File: src/hw/rtl/dpw_pkg.sv
// ----------------------------------------------------------------------------
// dpw_pkg
// Types and constants shared by the dosage/probability word encoder.
// ----------------------------------------------------------------------------
package dpw_pkg;

  // fixed point format of the incoming values
  localparam int unsigned FRAC_BITS = 24;
  localparam int unsigned DOSE_W    = 26;
  localparam int unsigned PROB_W    = 25;
  localparam int unsigned SUM_W     = 27;
  localparam int unsigned TOL_W     = 16;
  localparam int unsigned WORD_W    = 16;

  localparam logic [SUM_W-1:0]  ONE_FIX      = SUM_W'(1) << FRAC_BITS;
  localparam logic [WORD_W-1:0] WORD_MISSING = 16'hFFFF;
  localparam logic [WORD_W-1:0] WORD_FLAG    = 16'h8000;
  localparam logic [WORD_W-1:0] WORD_SAT     = 16'hFFFE;

  // extra word counts
  localparam logic [1:0] CNT_NONE  = 2'd0;
  localparam logic [1:0] CNT_ONE   = 2'd1;
  localparam logic [1:0] CNT_THREE = 2'd3;

  // configuration register indexes
  localparam logic REG_INCLUDE_PROB = 1'b0;
  localparam logic REG_TOLERANCE    = 1'b1;

  typedef struct packed {
    logic              dosage_missing;
    logic [DOSE_W-1:0] dosage_value;
    logic              hom_ref_missing;
    logic [PROB_W-1:0] hom_ref_prob;
    logic              het_missing;
    logic [PROB_W-1:0] het_prob;
    logic              hom_alt_missing;
    logic [PROB_W-1:0] hom_alt_prob;
  } dpw_in_t;

  typedef struct packed {
    logic [WORD_W-1:0] dosage_word;
    logic [1:0]        extra_count;
    logic [WORD_W-1:0] extra_word_first;
    logic [WORD_W-1:0] extra_word_second;
    logic [WORD_W-1:0] extra_word_third;
  } dpw_out_t;

  // stage advance strobes handed to the datapath units
  typedef struct packed {
    logic s1_en;
    logic s2_en;
  } dpw_adv_t;

endpackage

File: src/hw/rtl/dosage_probability_word_encoder.sv
// ----------------------------------------------------------------------------
// dosage_probability_word_encoder
// Quantizes a dosage and three genotype probabilities into 16-bit words.
// ----------------------------------------------------------------------------
// Three-stage pipeline taking one item per clock and giving one result per
// item; that rate holds while the output is not stalled. Stage 1
// scales the four values by QUANT_SCALE and forms the probability sums,
// stage 2 rounds, saturates and compares against the tolerance, stage 3
// encodes into the output register. A stall at the output backs up through
// the stages; empty stages still fill, so up to three items are in flight.
// Configuration writes take effect at once and are meant for an idle block.
module dosage_probability_word_encoder #(
  parameter int unsigned QUANT_SCALE = 10000
) (
  input  logic                        clk,
  input  logic                        rst_n,
  input  logic                        in_valid,
  output logic                        in_ready,
  input  dpw_pkg::dpw_in_t            in_data,
  output logic                        out_valid,
  input  logic                        out_ready,
  output dpw_pkg::dpw_out_t           out_data,
  input  logic                        cfg_we,
  input  logic                        cfg_index,
  input  logic [dpw_pkg::TOL_W-1:0]   cfg_wdata
);
  import dpw_pkg::*;

  logic             incl_prob_r;
  logic [TOL_W-1:0] tolerance_r;

  logic     s1_valid_r, s2_valid_r, out_valid_r;
  logic     s3_en;
  dpw_adv_t adv;

  // flags carried alongside the datapath
  logic s1_dmiss_r, s1_pmiss_r, s1_nz_r;
  logic s2_dmiss_r, s2_pmiss_r, s2_nz_r;

  logic [WORD_W-1:0] q_dose, q_p0, q_p1, q_p2;
  logic              consistent;

  dpw_out_t out_r, out_nxt;

  // configuration registers
  always_ff @(posedge clk) begin
    if (!rst_n) begin
      incl_prob_r <= 1'b1;
      tolerance_r <= TOL_W'(17);
    end else if (cfg_we) begin
      unique case (cfg_index)
        REG_INCLUDE_PROB: incl_prob_r <= cfg_wdata[0];
        REG_TOLERANCE:    tolerance_r <= cfg_wdata;
        default: ;
      endcase
    end
  end

  // stage advance: a stage moves when empty or when the next one moves
  assign s3_en     = !out_valid_r || out_ready;
  assign adv.s2_en = !s2_valid_r || s3_en;
  assign adv.s1_en = !s1_valid_r || adv.s2_en;
  assign in_ready  = adv.s1_en;

  always_ff @(posedge clk) begin
    if (!rst_n) begin
      s1_valid_r  <= 1'b0;
      s2_valid_r  <= 1'b0;
      out_valid_r <= 1'b0;
    end else begin
      if (adv.s1_en) s1_valid_r  <= in_valid;
      if (adv.s2_en) s2_valid_r  <= s1_valid_r;
      if (s3_en)     out_valid_r <= s2_valid_r;
    end
  end

  // flag pipeline
  always_ff @(posedge clk) begin
    if (adv.s1_en) begin
      s1_dmiss_r <= in_data.dosage_missing;
      s1_pmiss_r <= in_data.hom_ref_missing | in_data.het_missing | in_data.hom_alt_missing;
      s1_nz_r    <= (in_data.hom_ref_prob != '0) && (in_data.hom_alt_prob != '0);
    end
    if (adv.s2_en) begin
      s2_dmiss_r <= s1_dmiss_r;
      s2_pmiss_r <= s1_pmiss_r;
      s2_nz_r    <= s1_nz_r;
    end
  end

  // quantizers
  dpw_quant #(.IN_W(DOSE_W), .QUANT_SCALE(QUANT_SCALE)) u_q_dose (
    .clk(clk), .adv(adv), .in_val(in_data.dosage_value), .q_out(q_dose)
  );
  dpw_quant #(.IN_W(PROB_W), .QUANT_SCALE(QUANT_SCALE)) u_q_p0 (
    .clk(clk), .adv(adv), .in_val(in_data.hom_ref_prob), .q_out(q_p0)
  );
  dpw_quant #(.IN_W(PROB_W), .QUANT_SCALE(QUANT_SCALE)) u_q_p1 (
    .clk(clk), .adv(adv), .in_val(in_data.het_prob), .q_out(q_p1)
  );
  dpw_quant #(.IN_W(PROB_W), .QUANT_SCALE(QUANT_SCALE)) u_q_p2 (
    .clk(clk), .adv(adv), .in_val(in_data.hom_alt_prob), .q_out(q_p2)
  );

  // consistency check
  dpw_check u_check (
    .clk        (clk),
    .adv        (adv),
    .tolerance  (tolerance_r),
    .dose       (in_data.dosage_value),
    .p0         (in_data.hom_ref_prob),
    .p1         (in_data.het_prob),
    .p2         (in_data.hom_alt_prob),
    .consistent (consistent)
  );

  // stage 3: word encoding
  always_comb begin
    out_nxt = '0;
    if (s2_dmiss_r) begin
      out_nxt.dosage_word = WORD_MISSING;
    end else begin
      out_nxt.dosage_word = q_dose;
      if (incl_prob_r) begin
        if (s2_pmiss_r) begin
          out_nxt.dosage_word      = q_dose | WORD_FLAG;
          out_nxt.extra_count      = CNT_ONE;
          out_nxt.extra_word_first = WORD_MISSING;
        end else if (consistent) begin
          if (s2_nz_r) begin
            out_nxt.dosage_word      = q_dose | WORD_FLAG;
            out_nxt.extra_count      = CNT_ONE;
            out_nxt.extra_word_first = q_p1;
          end
        end else begin
          out_nxt.dosage_word       = q_dose | WORD_FLAG;
          out_nxt.extra_count       = CNT_THREE;
          out_nxt.extra_word_first  = q_p1 | WORD_FLAG;
          out_nxt.extra_word_second = q_p0;
          out_nxt.extra_word_third  = q_p2;
        end
      end
    end
  end

  always_ff @(posedge clk) begin
    if (s3_en) begin
      out_r <= out_nxt;
    end
  end

  assign out_valid = out_valid_r;
  assign out_data  = out_r;

endmodule

File: src/hw/rtl/dpw_quant.sv
// ----------------------------------------------------------------------------
// dpw_quant
// Two-stage quantizer: multiply by the scale, then round half up and saturate.
// ----------------------------------------------------------------------------
module dpw_quant #(
  parameter int unsigned IN_W        = 25,
  parameter int unsigned QUANT_SCALE = 10000
) (
  input  logic                  clk,
  input  dpw_pkg::dpw_adv_t     adv,
  input  logic [IN_W-1:0]       in_val,
  output logic [dpw_pkg::WORD_W-1:0] q_out
);
  import dpw_pkg::*;

  localparam int unsigned SCALE_W = $clog2(QUANT_SCALE + 1);
  localparam int unsigned PROD_W  = IN_W + SCALE_W;
  localparam int unsigned RND_W   = PROD_W + 1;
  localparam int unsigned Q_W     = RND_W - FRAC_BITS;
  localparam int unsigned CMP_W   = (Q_W > WORD_W) ? Q_W : WORD_W;

  logic [PROD_W-1:0] prod_r, prod_nxt;
  logic [RND_W-1:0]  rnd;
  logic [CMP_W-1:0]  q_ext;
  logic [WORD_W-1:0] q_r, q_nxt;

  // stage 1: scale
  assign prod_nxt = PROD_W'(in_val) * PROD_W'(QUANT_SCALE);

  // stage 2: round half up, drop fraction, keep clear of the missing code
  always_comb begin
    rnd   = RND_W'(prod_r) + (RND_W'(1) << (FRAC_BITS - 1));
    q_ext = CMP_W'(rnd[RND_W-1:FRAC_BITS]);
    q_nxt = (q_ext > CMP_W'(WORD_SAT)) ? WORD_SAT : q_ext[WORD_W-1:0];
  end

  always_ff @(posedge clk) begin
    if (adv.s1_en) begin
      prod_r <= prod_nxt;
    end
    if (adv.s2_en) begin
      q_r <= q_nxt;
    end
  end

  assign q_out = q_r;

endmodule

File: src/hw/rtl/dpw_check.sv
// ----------------------------------------------------------------------------
// dpw_check
// Two-stage consistency check of the probabilities against one and the dosage.
// ----------------------------------------------------------------------------
module dpw_check (
  input  logic                        clk,
  input  dpw_pkg::dpw_adv_t           adv,
  input  logic [dpw_pkg::TOL_W-1:0]   tolerance,
  input  logic [dpw_pkg::DOSE_W-1:0]  dose,
  input  logic [dpw_pkg::PROB_W-1:0]  p0,
  input  logic [dpw_pkg::PROB_W-1:0]  p1,
  input  logic [dpw_pkg::PROB_W-1:0]  p2,
  output logic                        consistent
);
  import dpw_pkg::*;

  logic [SUM_W-1:0] sum_r, sum_nxt;
  logic [SUM_W-1:0] exp_r, exp_nxt;
  logic [SUM_W-1:0] dose_r;
  logic [SUM_W-1:0] sum_diff, dose_diff;
  logic             ok_r, ok_nxt;

  // stage 1: p0+p1+p2 and the dosage implied by p1 + 2*p2
  always_comb begin
    sum_nxt = SUM_W'(p0) + SUM_W'(p1) + SUM_W'(p2);
    exp_nxt = SUM_W'(p1) + (SUM_W'(p2) << 1);
  end

  // stage 2: absolute differences against the tolerance
  always_comb begin
    sum_diff  = (sum_r >= ONE_FIX) ? (sum_r - ONE_FIX) : (ONE_FIX - sum_r);
    dose_diff = (exp_r >= dose_r) ? (exp_r - dose_r) : (dose_r - exp_r);
    ok_nxt    = (sum_diff < SUM_W'(tolerance)) && (dose_diff < SUM_W'(tolerance));
  end

  always_ff @(posedge clk) begin
    if (adv.s1_en) begin
      sum_r  <= sum_nxt;
      exp_r  <= exp_nxt;
      dose_r <= SUM_W'(dose);
    end
    if (adv.s2_en) begin
      ok_r <= ok_nxt;
    end
  end

  assign consistent = ok_r;

endmodule

File: config.mk
export PLATFORM = sky130hd
export DESIGN_NAME = dosage_probability_word_encoder
export DESIGN_NICKNAME = d
export VERILOG_FILES = /design/src/hw/rtl/dpw_pkg.sv /design/src/hw/rtl/dosage_probability_word_encoder.sv /design/src/hw/rtl/dpw_quant.sv /design/src/hw/rtl/dpw_check.sv
export SDC_FILE = /design/constraint.sdc
export NUM_CORES = 2
export LEC_CHECK = 0
export ABC_AREA = 1
export BUFFER_PORTS_ARGS = -buffer_cell sky130_fd_sc_hd__buf_4
export CAP_MARGIN = 20
export CELL_PAD_IN_SITES_DETAIL_PLACEMENT = 0
export CELL_PAD_IN_SITES_GLOBAL_PLACEMENT = 1
export CORE_MARGIN = 4
export CORE_UTILIZATION = 25
export CTS_CLUSTER_SIZE = 12
export DETAILED_ROUTE_END_ITERATION = 8
export PLACE_DENSITY_LB_ADDON = 0.3
export SLEW_MARGIN = 20
export SYNTH_ARGS = -nofsm -noshare
export SYNTH_HDL_FRONTEND = slang
export SYNTH_SLANG_ARGS = --single-unit
File: constraint.sdc
create_clock -name clk -period 18.9 [get_ports clk]
set_input_delay 4.725 -clock clk [delete_from_list [all_inputs] [get_ports clk]]
set_output_delay 4.725 -clock clk [all_outputs]
set_load 0.03 [all_outputs]
==> results.sh <==
export IMPL_cp_top_family="simple AND/OR/NAND/NOR gates"
export IMPL_cts_buffers=39
export IMPL_max_slew_worst_pin_slew_ns=1.01
export IMPL_mappedNetlistNets=5249
export IMPL_synth_lib_cells_used_distinct=56
export IMPL_clock_fmax_ghz=0.0945
export IMPL_remaining_drc_errors=0
export IMPL_worst_r2r_path_depth=22
export IMPL_critPathLaunchType="input pin"
export IMPL_hold_end="s2_pmiss_r"
export IMPL_layout_cells_non_filler=6438
export IMPL_areaGrowthSynthToFinish_pct=14.0
export IMPL_critical_path_reg2reg_startpoint="u_check.exp_r[9]"
export IMPL_yosys_area_top_type="sky130_fd_sc_hd__edfxtp_1"
export IMPL_synth_yosys_warnings=0
export IMPL_avg_inst_size_synth_sq_um=8.31
export IMPL_synth_top_cell_area_share=0.237
export IMPL_number_of_vias_per_cell=4.28
export IMPL_cp_arrival_ns=5.85
export IMPL_cts_resized=0
export IMPL_synth_edf_count=282
export IMPL_crit_buf_inv=3
export IMPL_ir_drop_v=0.0000519
export IMPL_areal_power_density_over_the_cells_nw_per_um2=129
export IMPL_clk_latency_ns=0.61
export IMPL_async_flop_share=0
export IMPL_grt_antenna_before_repair=11
export IMPL_status="completed"
export IMPL_p_leak_nw=21.1
export IMPL_ys_ff_latch=302
export IMPL_detail_route_wl_per_cell_um=16.1
export IMPL_tritoncts="yes"
export IMPL_postCtsSetupBuffers=0
export IMPL_postRouteAntennaNets=0
export IMPL_layout_min_cycle_time_ns=10.58
export IMPL_critPathSlowestCell="sky130_fd_sc_hd__nor2_1"
export IMPL_numPortBuffers=194
export IMPL_route_final_wire_length_mm=103
export IMPL_grt_start_max_net_pins=66
export IMPL_critical_path_max_stage_delay_ns=0.31
export IMPL_final_setup_viol_count=0
export IMPL_top_level_ports=195
export IMPL_cell_area_after_technology_mapping_sq_um=35700
export IMPL_tritoncts_num_sinks=302
export IMPL_rsz_0062_raised_after_global_routing="no"
export IMPL_detailedPlacementHpwl_mm=88.9
export IMPL_regToRegEndpoint="u_check.consistent"
export IMPL_syn_inst=4299
export IMPL_dominantRegCellSynth="sky130_fd_sc_hd__edfxtp_1"
export IMPL_netlist_top_cells_count="1,058 x sky130_fd_sc_hd__inv_1, 676 x sky130_fd_sc_hd__nand2_1, 571 x sky130_fd_sc_hd__ha_1"
export IMPL_totalNegativeSetupSlack_ns=0
export IMPL_timing_clock_skew_ns=0.0445
export IMPL_floorplan_core_area_sq_um=142000
export IMPL_critical_path_cell_chain="buf_4, inv_1, nand2_4, nor2_1, nand2_4, buf_4"
export IMPL_gpl_final_weighted_congestion=0.865
export IMPL_die_area_sq_um=149000
export IMPL_seq_total_area_yosys=0.248
export IMPL_cts_path_max_buffers=3
export IMPL_grt_remaining_overflow=0
export IMPL_dp_cells=6365
export IMPL_global_route_wire_length_before_repair_mm=162
export IMPL_hold_path_startpoint="s1_pmiss_r"
export IMPL_report_final_slew_viol_count=0
export IMPL_timing_worst_setup_path_type="in2out"
export IMPL_layout_drive_gt1_share=0.0698
export IMPL_slew_limit_headroom=0.330
export IMPL_final_nets=5466
export IMPL_drt_pre_antenna_iters=5
export IMPL_r2r_slack_ns=13.72
export IMPL_synth_top_cells_by_area="sky130_fd_sc_hd__edfxtp_1 24%, sky130_fd_sc_hd__ha_1 20%, sky130_fd_sc_hd__fa_1 14%"
export IMPL_count_of_filler_cells_inserted_in_the_layout=15300
export IMPL_chipWidth_um=386
export IMPL_hold_violations=0
export IMPL_finalCritPeriodShare=0.560
export IMPL_cts_hold_repair_buffers=0
export IMPL_clk_transition_reported_paths_ns=0.05
export IMPL_max_cap_violations=0
export IMPL_worst_ep_required_time_ns=14.18
export IMPL_yosys_cell_count_top_type="sky130_fd_sc_hd__inv_1"
export IMPL_power_w=0.00524
export IMPL_hold_path_class="reg2reg"
export IMPL_cts_root_buf="sky130_fd_sc_hd__clkbuf_16"
export IMPL_cp_depth=6
export IMPL_cp_end_kind="output pin"
export IMPL_h_tree_levels=2
export IMPL_dieHeight_um=386
export IMPL_initial_util=0.252
export IMPL_worst_path_max_fanout=15
export IMPL_grtUsageTotal=0.140
export IMPL_rows=138
export IMPL_route_vias_total=27500
export IMPL_worst_hold_path_num_cells=0
export IMPL_drt_iter0_drc=1299
export IMPL_number_of_global_route_vias_before_repair=28400
-- per-stage QoR --
step	setup slack (ns)	util	hold WS (ns)	area (sq um)
after floorplan	4.38	-	0.400	35700
after global placement	8.28	0.279	0.404	39500
after detailed placement	8.29	0.279	0.410	39500
after CTS	8.29	0.287	0.423	40800
after global routing	8.21	0.288	0.439	40800
final	8.32	0.288	0.424	40800
-- final cells by class --
| cell class | count | area [sq um] | share of cell area |
|---|---|---|---|
| multi-input combinational | 2908 | 22800 | 0.559 |
| sequential | 302 | 8870 | 0.218 |
| inverter | 1064 | 4000 | 0.0980 |
| tap | 1890 | 2360 | 0.0580 |
| timing repair buffer | 201 | 1510 | 0.0370 |
| clock buffer | 44 | 995 | 0.0244 |
| clock inverter | 25 | 245 | 0.00602 |
| antenna | 4 | 10.0 | 0.000246 |
-- worst reg2reg max path: cells and delay by family (launching register included) --
family	cells	cell delay (ns)
XOR/XNOR	1	0.19
flip-flops	1	0.49
AND/OR/NAND/NOR	11	2.17
AO/OA/AOI/OAI	5	1.22
buffers and inverters	3	0.21
adder cells (fa/ha/maj)	2	0.61
-- worst max-delay path by stage --
stage,start,end,slack (ns)
final,out_ready,in_ready,8.32
after global routing,out_ready,in_ready,8.21
after CTS,out_ready,in_ready,8.29
after detailed placement,out_ready,in_ready,8.29
after global placement,out_ready,in_ready,8.28
after floorplan,out_ready,in_ready,4.38
-- layer usage --
layer	routed length, um	vias up	GRT usage
met5	35	-	0
met4	2790	8	0.0409
met3	4560	110	0.0222
met2	46000	431	0.226
met1	50000	12800	0.194
li1	-	14200	-
-- registers in the layout, summed over array words and instances (netlist names), 16 cells and up --
| name | flops |
|---|---|
| tolerance_r | 16 |
| u_q_p0.prod_r | 16 |
| u_q_dose.q_out | 16 |
| u_q_p1.q_out | 16 |
| u_check.dose_r | 22 |
| u_check.sum_r | 27 |
| u_q_p1.prod_r | 16 |
| u_q_p0.q_out | 16 |
| u_q_p2.q_out | 16 |
| out_data | 66 |
| u_check.exp_r | 27 |
| u_q_dose.prod_r | 21 |
| u_q_p2.prod_r | 16 |
-- cell families after synthesis --
| logic type | count (synthesis) | synth area share |
|---|---|---|
| simple gates | 1278 | 0.151 |
| buf+inv | 1089 | 0.115 |
| fa+ha+maj | 823 | 0.341 |
| compound gates | 595 | 0.0928 |
| flops | 302 | 0.248 |
| xor+xnor | 208 | 0.0510 |
| mux | 4 | 0.00112 |
-- layout by cell type, fill, tap and decap left out, types with 9 or more instances in the layout --
master	netlist	routed
sky130_fd_sc_hd__xor2_1	143	143
sky130_fd_sc_hd__a21boi_0	10	10
sky130_fd_sc_hd__nor3_1	37	37
sky130_fd_sc_hd__nor2_1	295	295
sky130_fd_sc_hd__xnor2_1	65	65
sky130_fd_sc_hd__a21o_1	19	19
sky130_fd_sc_hd__nor2_2	9	9
sky130_fd_sc_hd__buf_4	2	201
sky130_fd_sc_hd__o21ai_1	18	18
sky130_fd_sc_hd__o21a_1	21	21
sky130_fd_sc_hd__o21bai_1	24	24
sky130_fd_sc_hd__nand4_1	44	44
sky130_fd_sc_hd__ha_1	571	571
sky130_fd_sc_hd__or2_2	16	16
sky130_fd_sc_hd__clkbuf_16	0	39
sky130_fd_sc_hd__a31oi_1	23	23
sky130_fd_sc_hd__edfxtp_1	282	282
sky130_fd_sc_hd__dfxtp_1	20	20
sky130_fd_sc_hd__fa_1	252	252
sky130_fd_sc_hd__a21oi_1	300	300
sky130_fd_sc_hd__nand2_2	14	14
sky130_fd_sc_hd__nand2_1	676	674
sky130_fd_sc_hd__nand3_1	147	147
sky130_fd_sc_hd__inv_1	1058	1057
sky130_fd_sc_hd__o21ai_0	141	141
sky130_fd_sc_hd__nor4_1	15	15
-- where the power goes --
group	leakage, nW	switching, W	internal [W]
logic	17.3	0.00209	0.00123
clock network	0.598	0.000302	0.000434
registers	3.20	0.000123	0.00107
No activity file was read; power rests on OpenSTA's default activity.
